--- src/rtl/blp_pkg.sv ---
package blp_pkg;

  localparam int FULL_CURRENT = 1000;
  localparam int DUTY_HIGH    = 255;
  localparam int DUTY_MID     = 128;
  localparam int DUTY_LOW     = 0;
  localparam bit INVERT_DUTY  = 1'b0;

  // Fixed arithmetic of the check path.
  localparam logic [10:0] VOLT_SCALE  = 11'd1086;
  localparam logic [13:0] WATT_SCALE  = 14'd10000;
  localparam int          DIV_W       = 30;
  localparam logic [4:0]  DIV_STEPS   = 5'd30;
  localparam logic [7:0]  DUTY_MAX    = 8'd255;

  // Division by 100 as a multiplication by ceil(2^30 / 100) and a shift by 30.
  // It is exact for every product of a 16-bit limit and a 7-bit brightness.
  localparam logic [23:0] PCT_RECIP   = 24'd10737419;
  localparam int          PCT_SHIFT   = 30;

  // Register indexes on the configuration port.
  localparam logic [2:0] REG_VTH0 = 3'd0;
  localparam logic [2:0] REG_VTH1 = 3'd1;
  localparam logic [2:0] REG_VTH2 = 3'd2;
  localparam logic [2:0] REG_VTH3 = 3'd3;
  localparam logic [2:0] REG_WB0  = 3'd4;
  localparam logic [2:0] REG_WB1  = 3'd5;
  localparam logic [2:0] REG_WB2  = 3'd6;
  localparam logic [2:0] REG_WB3  = 3'd7;

  localparam logic       KIND_INIT  = 1'b0;
  localparam logic       KIND_CHECK = 1'b1;

  typedef enum logic [3:0] {
    ST_IDLE,
    ST_INIT,
    ST_SCALE,
    ST_BUDGET,
    ST_CAP_LOAD,
    ST_CAP_RUN,
    ST_LOWER,
    ST_TGT_LOAD,
    ST_TGT_RUN,
    ST_SEARCH_INIT,
    ST_SEARCH,
    ST_OUT
  } state_t;

  typedef struct packed {
    logic load_item;
    logic do_init;
    logic do_scale;
    logic do_budget;
    logic div_load;
    logic do_lower;
    logic tgt_mul;
    logic tgt_scale;
    logic search_init;
    logic search_step;
    logic out_load;
  } blp_cmd_t;

  typedef struct packed {
    logic kind;
    logic volt_zero;
    logic div_busy;
    logic lower;
    logic found;
    logic out_free;
  } blp_status_t;

  localparam logic [9:0] CURVE_MILLI [256] = '{
    0,5,8,13,15,20,25,28,30,35,38,43,45,51,56,58,
    63,66,71,73,76,81,83,88,91,96,98,104,106,111,116,119,
    124,126,131,134,139,141,146,149,154,159,162,167,169,174,177,182,
    184,189,194,197,202,205,210,212,217,222,225,230,232,237,240,245,
    250,253,258,260,265,268,273,275,280,283,288,290,295,301,303,308,
    311,316,321,323,328,333,336,341,343,348,351,356,361,364,369,374,
    376,381,384,389,391,396,399,404,409,412,417,422,424,429,432,437,
    439,444,447,455,457,460,465,470,472,477,480,485,487,492,497,500,
    505,508,513,515,520,525,528,533,538,540,545,548,553,558,561,566,
    571,573,578,581,586,588,593,596,601,606,609,614,619,621,626,631,
    634,636,641,644,649,654,657,662,664,669,674,677,682,684,687,692,
    697,699,705,707,712,717,720,725,727,732,737,740,742,747,753,755,
    760,763,768,770,775,778,783,788,790,795,798,803,806,811,813,816,
    821,826,828,833,838,841,846,848,854,856,861,864,869,871,876,879,
    884,886,889,894,896,902,907,909,914,917,919,922,929,932,934,939,
    944,947,952,955,960,962,965,970,972,977,980,985,987,992,995,1000
  };

  typedef logic [15:0] rom_t [256];
  typedef logic [7:0]  start_tbl_t [128];

  function automatic rom_t build_rom();
    rom_t r;
    longint unsigned v;
    for (int i = 0; i < 256; i++) begin
      v    = (longint'(FULL_CURRENT) * longint'(CURVE_MILLI[i])) / 1000;
      r[i] = v[15:0];
    end
    return r;
  endfunction

  // Two-segment brightness curve, evaluated for every 7-bit brightness.
  function automatic start_tbl_t build_start_tbl();
    start_tbl_t t;
    int d;
    for (int b = 0; b < 128; b++) begin
      if (b > 50) begin
        d = ((b - 50) * (DUTY_HIGH - DUTY_MID)) / 50 + DUTY_MID;
      end else begin
        d = (b * (DUTY_MID - DUTY_LOW)) / 50 + DUTY_LOW;
      end
      if (d < 0) begin
        d = 0;
      end
      if (d > 255) begin
        d = 255;
      end
      t[b] = 8'(d);
    end
    return t;
  endfunction

  localparam rom_t       CURRENT_ROM = build_rom();
  localparam start_tbl_t START_TBL   = build_start_tbl();

  function automatic logic [7:0] out_duty(logic [7:0] d);
    return INVERT_DUTY ? (DUTY_MAX - d) : d;
  endfunction

endpackage

--- src/rtl/backlight_power_limiter.sv ---
// Init items pass through the scale, init and output states; check items at zero voltage through
// the scale, budget and output states. Other check items run the 30-step divider once, and when
// the limit is lowered the duty search then walks the current ROM
// one entry a cycle.
// One item is in work at a time; the next is accepted once the result is queued.
// Reset (rst, synchronous, active high) clears the limit and loads register defaults.
module backlight_power_limiter (
  input  logic        clk,
  input  logic        rst,
  input  logic        cfg_we,
  input  logic [2:0]  cfg_index,
  input  logic [15:0] cfg_data,
  input  logic        s_tvalid,
  output logic        s_tready,
  input  logic [15:0] s_tdata,  // adc_level[7:0], brightness[14:8], zero[15]
  input  logic        s_tuser,  // kind
  output logic        m_tvalid,
  input  logic        m_tready,
  output logic [23:0] m_tdata,  // duty[7:0], current_limit[23:8]
  output logic        m_tuser   // duty_changed
);

  blp_pkg::blp_cmd_t    cmd;
  blp_pkg::blp_status_t status;
  logic [7:0]           duty;
  logic [15:0]          current_limit;

  blp_ctrl u_ctrl (
    .clk      (clk),
    .rst      (rst),
    .in_valid (s_tvalid),
    .in_ready (s_tready),
    .status   (status),
    .cmd      (cmd)
  );

  blp_dp u_dp (
    .clk               (clk),
    .rst               (rst),
    .cfg_we            (cfg_we),
    .cfg_index         (cfg_index),
    .cfg_data          (cfg_data),
    .in_kind           (s_tuser),
    .in_adc_level      (s_tdata[7:0]),
    .in_brightness     (s_tdata[14:8]),
    .cmd               (cmd),
    .status            (status),
    .out_valid         (m_tvalid),
    .out_ready         (m_tready),
    .out_duty          (duty),
    .out_duty_changed  (m_tuser),
    .out_current_limit (current_limit)
  );

  assign m_tdata = {current_limit, duty};

endmodule

--- src/rtl/blp_ctrl.sv ---
module blp_ctrl (
  input  logic                 clk,
  input  logic                 rst,
  input  logic                 in_valid,
  output logic                 in_ready,
  input  blp_pkg::blp_status_t status,
  output blp_pkg::blp_cmd_t    cmd
);

  blp_pkg::state_t state;
  blp_pkg::state_t state_next;

  always_ff @(posedge clk) begin
    if (rst) begin
      state <= blp_pkg::ST_IDLE;
    end else begin
      state <= state_next;
    end
  end

  always_comb begin
    state_next = state;
    case (state)
      blp_pkg::ST_IDLE: begin
        if (in_valid) begin
          state_next = blp_pkg::ST_SCALE;
        end
      end
      blp_pkg::ST_SCALE: begin
        // The item register is loaded by now, so the kind can be seen.
        if (status.kind == blp_pkg::KIND_INIT) begin
          state_next = blp_pkg::ST_INIT;
        end else begin
          state_next = blp_pkg::ST_BUDGET;
        end
      end
      blp_pkg::ST_INIT:     state_next = blp_pkg::ST_OUT;
      blp_pkg::ST_BUDGET: begin
        if (status.volt_zero) begin
          state_next = blp_pkg::ST_OUT;
        end else begin
          state_next = blp_pkg::ST_CAP_LOAD;
        end
      end
      blp_pkg::ST_CAP_LOAD: state_next = blp_pkg::ST_CAP_RUN;
      blp_pkg::ST_CAP_RUN: begin
        if (!status.div_busy) begin
          state_next = blp_pkg::ST_LOWER;
        end
      end
      blp_pkg::ST_LOWER: begin
        if (status.lower) begin
          state_next = blp_pkg::ST_TGT_LOAD;
        end else begin
          state_next = blp_pkg::ST_OUT;
        end
      end
      blp_pkg::ST_TGT_LOAD: state_next = blp_pkg::ST_TGT_RUN;
      blp_pkg::ST_TGT_RUN:  state_next = blp_pkg::ST_SEARCH_INIT;
      blp_pkg::ST_SEARCH_INIT: state_next = blp_pkg::ST_SEARCH;
      blp_pkg::ST_SEARCH: begin
        if (status.found) begin
          state_next = blp_pkg::ST_OUT;
        end
      end
      blp_pkg::ST_OUT: begin
        if (status.out_free) begin
          state_next = blp_pkg::ST_IDLE;
        end
      end
      default: state_next = blp_pkg::ST_IDLE;
    endcase
  end

  always_comb begin
    cmd      = '0;
    in_ready = 1'b0;
    case (state)
      blp_pkg::ST_IDLE: begin
        in_ready      = 1'b1;
        cmd.load_item = in_valid;
      end
      blp_pkg::ST_SCALE:  cmd.do_scale = 1'b1;
      blp_pkg::ST_INIT:   cmd.do_init = 1'b1;
      blp_pkg::ST_BUDGET: cmd.do_budget = 1'b1;
      blp_pkg::ST_CAP_LOAD: cmd.div_load = 1'b1;
      blp_pkg::ST_LOWER: cmd.do_lower = 1'b1;
      blp_pkg::ST_TGT_LOAD: cmd.tgt_mul = 1'b1;
      blp_pkg::ST_TGT_RUN:  cmd.tgt_scale = 1'b1;
      blp_pkg::ST_SEARCH_INIT: cmd.search_init = 1'b1;
      blp_pkg::ST_SEARCH:      cmd.search_step = 1'b1;
      blp_pkg::ST_OUT:         cmd.out_load = status.out_free;
      default: begin
        cmd      = '0;
        in_ready = 1'b0;
      end
    endcase
  end

endmodule

--- src/rtl/blp_dp.sv ---
module blp_dp (
  input  logic                 clk,
  input  logic                 rst,
  input  logic                 cfg_we,
  input  logic [2:0]           cfg_index,
  input  logic [15:0]          cfg_data,
  input  logic                 in_kind,
  input  logic [7:0]           in_adc_level,
  input  logic [6:0]           in_brightness,
  input  blp_pkg::blp_cmd_t    cmd,
  output blp_pkg::blp_status_t status,
  output logic                 out_valid,
  input  logic                 out_ready,
  output logic [7:0]           out_duty,
  output logic                 out_duty_changed,
  output logic [15:0]          out_current_limit
);

  logic [10:0] volt_threshold [4];
  logic [15:0] watt_budget [4];

  logic        kind;
  logic [7:0]  adc_level;
  logic [6:0]  brightness;
  logic [10:0] voltage;
  logic [15:0] budget;
  logic [15:0] limit;
  logic [15:0] target;
  logic [7:0]  idx;
  logic [7:0]  res_duty;
  logic        res_changed;

  logic [blp_pkg::DIV_W-1:0] quo;
  logic [10:0]               rem;
  logic [10:0]               dvs;
  logic [4:0]                cnt;

  logic [22:0]               pct_prod;
  logic [16:0]               pct_quo;
  logic [46:0]               pct_full;

  logic [18:0]               volt_prod;
  logic [15:0]               budget_sel;
  logic [blp_pkg::DIV_W-1:0] div_dividend;
  logic [12:0]               trial;
  logic [7:0]                start_d;
  logic                      found;

  always_ff @(posedge clk) begin
    if (rst) begin
      volt_threshold[0] <= 11'd0;
      volt_threshold[1] <= 11'd1100;
      volt_threshold[2] <= 11'd1100;
      volt_threshold[3] <= 11'd1100;
      for (int i = 0; i < 4; i++) begin
        watt_budget[i] <= 16'd0;
      end
    end else if (cfg_we) begin
      case (cfg_index)
        blp_pkg::REG_VTH0: volt_threshold[0] <= cfg_data[10:0];
        blp_pkg::REG_VTH1: volt_threshold[1] <= cfg_data[10:0];
        blp_pkg::REG_VTH2: volt_threshold[2] <= cfg_data[10:0];
        blp_pkg::REG_VTH3: volt_threshold[3] <= cfg_data[10:0];
        blp_pkg::REG_WB0:  watt_budget[0] <= cfg_data;
        blp_pkg::REG_WB1:  watt_budget[1] <= cfg_data;
        blp_pkg::REG_WB2:  watt_budget[2] <= cfg_data;
        blp_pkg::REG_WB3:  watt_budget[3] <= cfg_data;
        default: ;
      endcase
    end
  end

  assign volt_prod = 19'(blp_pkg::VOLT_SCALE) * 19'(adc_level);
  assign start_d   = blp_pkg::START_TBL[brightness];

  // The highest tier whose threshold is strictly exceeded wins.
  always_comb begin
    if (voltage > volt_threshold[3]) begin
      budget_sel = watt_budget[3];
    end else if (voltage > volt_threshold[2]) begin
      budget_sel = watt_budget[2];
    end else if (voltage > volt_threshold[1]) begin
      budget_sel = watt_budget[1];
    end else if (voltage > volt_threshold[0]) begin
      budget_sel = watt_budget[0];
    end else begin
      budget_sel = 16'd0;
    end
  end

  assign div_dividend = blp_pkg::DIV_W'(budget) * blp_pkg::DIV_W'(blp_pkg::WATT_SCALE);
  assign pct_full     = 47'(pct_prod) * 47'(blp_pkg::PCT_RECIP);

  assign trial = {1'b0, rem, quo[blp_pkg::DIV_W-1]} - {2'b00, dvs};
  assign found = (target < blp_pkg::CURRENT_ROM[idx]) || (idx == blp_pkg::DUTY_MAX);

  always_ff @(posedge clk) begin
    if (cmd.load_item) begin
      kind       <= in_kind;
      adc_level  <= in_adc_level;
      brightness <= in_brightness;
    end
    if (cmd.do_scale) begin
      voltage <= volt_prod[18:8];
    end
    if (cmd.do_budget) begin
      budget      <= budget_sel;
      res_duty    <= 8'd0;
      res_changed <= 1'b0;
    end
    if (cmd.do_init) begin
      res_duty    <= blp_pkg::out_duty(start_d);
      res_changed <= 1'b0;
    end
    if (cmd.do_lower && status.lower) begin
      res_changed <= 1'b1;
    end
    // The target current is limit * brightness / 100: a registered multiply, then a registered scale.
    if (cmd.tgt_mul) begin
      pct_prod <= 23'(limit) * 23'(brightness);
    end
    if (cmd.tgt_scale) begin
      pct_quo <= pct_full[blp_pkg::PCT_SHIFT +: 17];
    end
    if (cmd.search_init) begin
      idx <= 8'd0;
      if (pct_quo > 17'(blp_pkg::FULL_CURRENT)) begin
        target <= 16'(blp_pkg::FULL_CURRENT);
      end else begin
        target <= pct_quo[15:0];
      end
    end
    if (cmd.search_step) begin
      if (found) begin
        res_duty <= blp_pkg::out_duty(idx);
      end else begin
        idx <= idx + 8'd1;
      end
    end
    // Restoring divider, one quotient bit a cycle.
    if (cmd.div_load) begin
      quo <= div_dividend;
      dvs <= voltage;
      rem <= 11'd0;
    end else if (cnt != 5'd0) begin
      if (!trial[12]) begin
        rem <= trial[10:0];
        quo <= {quo[blp_pkg::DIV_W-2:0], 1'b1};
      end else begin
        rem <= {rem[9:0], quo[blp_pkg::DIV_W-1]};
        quo <= {quo[blp_pkg::DIV_W-2:0], 1'b0};
      end
    end
    if (cmd.out_load) begin
      out_duty          <= res_duty;
      out_duty_changed  <= res_changed;
      out_current_limit <= limit;
    end
  end

  always_ff @(posedge clk) begin
    if (rst) begin
      cnt       <= 5'd0;
      out_valid <= 1'b0;
    end else begin
      if (cmd.div_load) begin
        cnt <= blp_pkg::DIV_STEPS;
      end else if (cnt != 5'd0) begin
        cnt <= cnt - 5'd1;
      end
      if (cmd.out_load) begin
        out_valid <= 1'b1;
      end else if (out_ready) begin
        out_valid <= 1'b0;
      end
    end
  end

  // The current limit is cleared by reset since it is architectural state.
  always_ff @(posedge clk) begin
    if (rst) begin
      limit <= 16'd0;
    end else if (cmd.do_init) begin
      limit <= blp_pkg::CURRENT_ROM[start_d];
    end else if (cmd.do_lower && status.lower) begin
      limit <= quo[15:0];
    end
  end

  always_comb begin
    status.kind      = kind;
    status.volt_zero = (voltage == 11'd0);
    status.div_busy  = (cnt != 5'd0);
    status.lower     = (blp_pkg::DIV_W'(limit) > quo);
    status.found     = found;
    status.out_free  = !out_valid || out_ready;
  end

endmodule

--- config.mk ---
export PLATFORM = sky130hd
export DESIGN_NAME = backlight_power_limiter
export DESIGN_NICKNAME = d
export VERILOG_FILES = /design/src/rtl/blp_pkg.sv /design/src/rtl/backlight_power_limiter.sv /design/src/rtl/blp_ctrl.sv /design/src/rtl/blp_dp.sv
export SDC_FILE = /design/constraint.sdc
export NUM_CORES = 2
export LEC_CHECK = 0
export BUFFER_PORTS_ARGS = -buffer_cell sky130_fd_sc_hd__buf_2
export CAP_MARGIN = 5
export CORE_MARGIN = 4
export CORE_UTILIZATION = 38
export CTS_BUF_LIST = sky130_fd_sc_hd__clkbuf_2
export CTS_CLUSTER_DIAMETER = 80
export DETAILED_ROUTE_END_ITERATION = 12
export PLACE_DENSITY_LB_ADDON = 0.08
export SYNTH_ARGS = -nofsm -noshare
export SYNTH_HDL_FRONTEND = slang
export SYNTH_HIERARCHICAL = 1
export SYNTH_SLANG_ARGS = --single-unit
--- constraint.sdc ---
create_clock -name clk -period 9.2 [get_ports clk]
set_input_delay 0 -clock clk [delete_from_list [all_inputs] [get_ports clk]]
set_output_delay 0 -clock clk [all_outputs]
set_load 0.02 [all_outputs]
==> metrics.txt <==
# TYPE chip_impl_metric gauge
chip_impl_info{name="outcome",value="completed"} 1
chip_impl_metric{name="row_count",unit=""} 113
chip_impl_metric{name="worst_r2r_path_depth",unit=""} 24
chip_impl_metric{name="power.density",unit="mW/mm^2"} 301.2
chip_impl_info{name="rsz0062_at_grt",value="no"} 1
chip_impl_metric{name="synth.top_cell.area_share",unit=""} 0.2196
chip_impl_metric{name="drcViolationCount",unit=""} 0
chip_impl_metric{name="place.port_buffers",unit=""} 66
chip_impl_metric{name="layout_worst_path_cycle_share",unit=""} 0.8366
chip_impl_metric{name="grt_max_degree",unit=""} 89
chip_impl_metric{name="maxSlewViolCount",unit=""} 0
chip_impl_metric{name="synth-async-reset-ratio",unit=""} 0
chip_impl_info{name="synth_flop_cell",value="edfxtp_1"} 1
chip_impl_metric{name="grt_use_total",unit=""} 0.1989
chip_impl_metric{name="number_of_buffers_added_for_setup_after_cts",unit=""} 0
chip_impl_metric{name="totalPowerFinal",unit="mW"} 12.12
chip_impl_metric{name="cell_leakage_power",unit="nW"} 18.66
chip_impl_metric{name="first_global_vias",unit=""} 27720
chip_impl_metric{name="grt_pass1_wl",unit="um"} 160600
chip_impl_metric{name="die-area",unit="mm^2"} 0.1018
chip_impl_metric{name="area.growth.synth_to_final",unit="%"} 9.425
chip_impl_metric{name="combPwrFrac",unit=""} 0.695
chip_impl_metric{name="setup_skew",unit="ns"} 0.1031
chip_impl_metric{name="synth_seq_area_share",unit=""} 0.2512
chip_impl_metric{name="drive_gt1_frac",unit=""} 0.09210
chip_impl_metric{name="cts_max_level",unit=""} 3
chip_impl_metric{name="period_minus_slack",unit="ns"} 7.697
chip_impl_metric{name="wire_length_per_cell_after_detailed_routing",unit="um"} 19.01
chip_impl_metric{name="synth_cell_types",unit=""} 108
chip_impl_metric{name="start_util",unit=""} 0.3849
chip_impl_metric{name="numClockSinks",unit=""} 327
chip_impl_metric{name="detailedPlacementHpwl",unit="um"} 75120
chip_impl_metric{name="sw_frac_of_total",unit=""} 0.5107
chip_impl_metric{name="die_h",unit="um"} 319.1
chip_impl_info{name="cts_root_buf",value="clkbuf_2"} 1
chip_impl_metric{name="core-area",unit="mm^2"} 0.09558
chip_impl_metric{name="dr_total_vias",unit=""} 27740
chip_impl_metric{name="clock_power_share",unit=""} 0.099
chip_impl_metric{name="synth_enable_flop_cells",unit=""} 269
chip_impl_metric{name="drtIter0Drc",unit=""} 1869
chip_impl_metric{name="cp.arrival",unit="ns"} 8.61
chip_impl_metric{name="clkLatencyLatePin",unit="ns"} 1.17
chip_impl_metric{name="postRouteAntennaNets",unit=""} 0
chip_impl_info{name="worst_setup_path_start_kind",value="flop"} 1
chip_impl_metric{name="pnr_worst_setup_slack",unit="ns"} 1.503
chip_impl_metric{name="number_of_standard_cells_in_the_layout_taps_in_and_fillers_out",unit=""} 5328
chip_impl_metric{name="p_sw",unit="mW"} 6.192
chip_impl_metric{name="drv_cap",unit=""} 0
chip_impl_metric{name="clk_transition_reported_paths",unit="ns"} 0.11
chip_impl_metric{name="timing_worst_slew_pin_value",unit="ns"} 1.189
chip_impl_metric{name="grt.overflow.total",unit=""} 0
chip_impl_metric{name="cell_depth_of_the_worst_hold_path",unit=""} 3
chip_impl_metric{name="totalNegativeSetupSlack",unit="ns"} 0
chip_impl_metric{name="synth-seq-cells",unit=""} 327
chip_impl_metric{name="die-width",unit="um"} 319.1
chip_impl_metric{name="globalplace.congestion",unit=""} 0.8560
chip_impl_metric{name="crit_required",unit="ns"} 10.12
chip_impl_metric{name="pin_count",unit=""} 68
chip_impl_metric{name="power.internal",unit="mW"} 5.933
chip_impl_metric{name="synth_cells",unit=""} 3831
chip_impl_metric{name="seq_power_share",unit=""} 0.206
chip_impl_info{name="cts_tree",value="done"} 1
chip_impl_metric{name="slew_headroom",unit=""} 0.2046
chip_impl_metric{name="yosys_warning_total",unit=""} 6
chip_impl_metric{name="vdd_ir_drop_max",unit="mV"} 0.2230
chip_impl_metric{name="synth_area_per_cell",unit="um^2"} 9.602
chip_impl_info{name="critical_path.endpoint_type",value="flop"} 1
chip_impl_metric{name="routed_wirelength",unit="um"} 101300
chip_impl_info{name="worst_hold_path_type",value="input pin to flop"} 1
chip_impl_metric{name="dpl_worst_slack",unit="ns"} 1.496
chip_impl_metric{name="post-place-cells",unit=""} 5048
chip_impl_metric{name="achievable-frequency",unit="GHz"} 0.1299
chip_impl_info{name="yosys.area.top_type",value="edfxtp_1"} 1
chip_impl_metric{name="syn-cell-area",unit="mm^2"} 0.03679
chip_impl_metric{name="setup_viol",unit=""} 0
chip_impl_metric{name="grt_antenna_before_repair",unit=""} 2
chip_impl_metric{name="cts.path.max_buffers",unit=""} 3
chip_impl_metric{name="path_max_fanout",unit=""} 7
chip_impl_metric{name="design.final.nets",unit=""} 4869
chip_impl_metric{name="post_drt_via_cell_ratio",unit=""} 5.206
chip_impl_metric{name="cts_buffers",unit=""} 98
chip_impl_info{name="synthTopCellsByArea",value="edfxtp_1 22%, ha_1 18%, fa_1 17%"} 1
chip_impl_metric{name="timing.hold.ws",unit="ns"} 0.2295
chip_impl_info{name="setup.worst_path.class",value="flop to flop"} 1
chip_impl_metric{name="drt_first_pass_iters",unit=""} 5
chip_impl_metric{name="final_hold_vio_count",unit=""} 0
## routing by layer
metal / up-vias / GRT usage / wire length [um]
li1: 13520 / - / -
met1: 13420 / 0.2810 / 47750
met2: 639 / 0.3177 / 46350
met3: 157 / 0.02955 / 4631
met4: 0 / 0.05707 / 2576
met5: - / 0 / 0
## synthesized netlist by cell type (all sizes together) (55+ instances only)
master	number
and2	138
xnor2	68
clkbuf	88
o21ai	152
inv	659
dfxtp	58
buf	77
nor2	206
ha	531
edfxtp	269
fa	314
nor3	65
a211oi	55
a21oi	154
nand2	254
## worst paths after layout
kind / from / endpoint / slack (ns)
max: u_dp/pct_prod[6] / u_dp/pct_quo[15] / 1.50
min: s_tuser / u_dp/kind / 0.23
max reg2reg: u_dp/pct_prod[6] / u_dp/pct_quo[15] / 1.50
min reg2reg: u_dp/res_changed / u_dp/out_duty_changed / 0.43
## repair_timing
| action | in CTS | in global routing |
|---|---|---|
| hold buffers | 100 | 0 |
| resized for setup | 0 | 0 |
| hold endpoints to repair | 299 | 0 |
| setup endpoints to repair | 0 | 0 |
## per-stage QoR
| step | instance area (um^2) | util |
|---|---|---|
| global route | 40250 | 0.4211 |
| floorplan | 36800 | - |
| global placement | 38300 | 0.4008 |
| finish | 40250 | 0.4212 |
| CTS | 40250 | 0.4211 |
| detailed placement | 38300 | 0.4008 |
## placed cells by master, fill, tap and decap left out, types with 44 or more instances in the layout
cell and n:
o21ai_0 146, nor2b_1 44, inv_1 652, dfxtp_1 57, clkbuf_2 141, ha_1 531, a21oi_1 152, buf_4 46
buf_2 66, dlygate4sd3_1 100, nand3_1 50, a211oi_1 54, fa_1 314, nor2_1 201, nor3_1 58, xnor2_1 68
a21o_1 45, edfxtp_1 269, nand2_1 254, and2_1 135
## critical path, stage by stage, from the launching register on
cell      delay, ns
edfxtp_1       0.58
inv_1          0.16
fa_1           0.55
inv_1          0.09
fa_1           0.53
inv_1          0.05
fa_1           0.48
fa_1           0.52
inv_1          0.06
fa_1           0.50
fa_1           0.49
inv_1          0.06
fa_1           0.53
inv_1          0.04
ha_1           0.31
nand4_1        0.11
nor3_1         0.31
nand2_1        0.10
o22a_1         0.27
a211oi_1       0.72
o21ai_0        0.17
nor2b_1        0.24
o31ai_1        0.36
a21oi_1        0.14
xnor2_1        0.13
## sequential cells by signal, indices dropped and copies added, names as in the netlist, 11 cells and up
| name | flops |
|---|---|
| u_dp/watt_budget | 64 |
| u_dp/volt_threshold | 44 |
| u_dp/quo | 30 |
| u_dp/pct_prod | 23 |
| u_dp/pct_quo | 17 |
| u_dp/budget | 16 |
| u_dp/limit | 16 |
| u_dp/out_current_limit | 16 |
| u_dp/target | 16 |
| u_dp/dvs | 11 |
| u_dp/rem | 11 |
| u_dp/voltage | 11 |
## power by group through the flow
stage	clock network [mW]	registers (mW)	logic (mW)
2_1_floorplan	0	2.29	6.49
3_3_place_gp	0	2.54	8.48
3_5_place_dp	0	2.54	8.41
4_1_cts	1.28	2.51	8.52
5_1_grt	1.35	2.54	9.61
6_report	1.20	2.50	8.43
## cell families after synthesis
| kind of cell | after synthesis | synth area share |
|---|---|---|
| adders and majority gates | 845 | 0.3515 |
| buffers and inverters | 829 | 0.09000 |
| and+or+nand+nor | 948 | 0.1302 |
| other | 1 | 0.0001019 |
| xor gates and xnor gates | 82 | 0.01952 |
| AOI/OAI and AO/OA | 749 | 0.1420 |
| muxes | 50 | 0.01551 |
| DFF | 327 | 0.2512 |
## layout make-up
type | instances | area [um^2]
fillers | 9711 | 55320
multi-input cells | 2680 | 24310
flip-flops and latches | 327 | 9240
inverters | 664 | 2497
repair buffers | 212 | 1677
well taps | 1265 | 1583
clock buffers | 141 | 705.7
clock inverters | 37 | 237.7
diodes | 2 | 5.005
No activity file was read; power rests on OpenSTA's default activity.
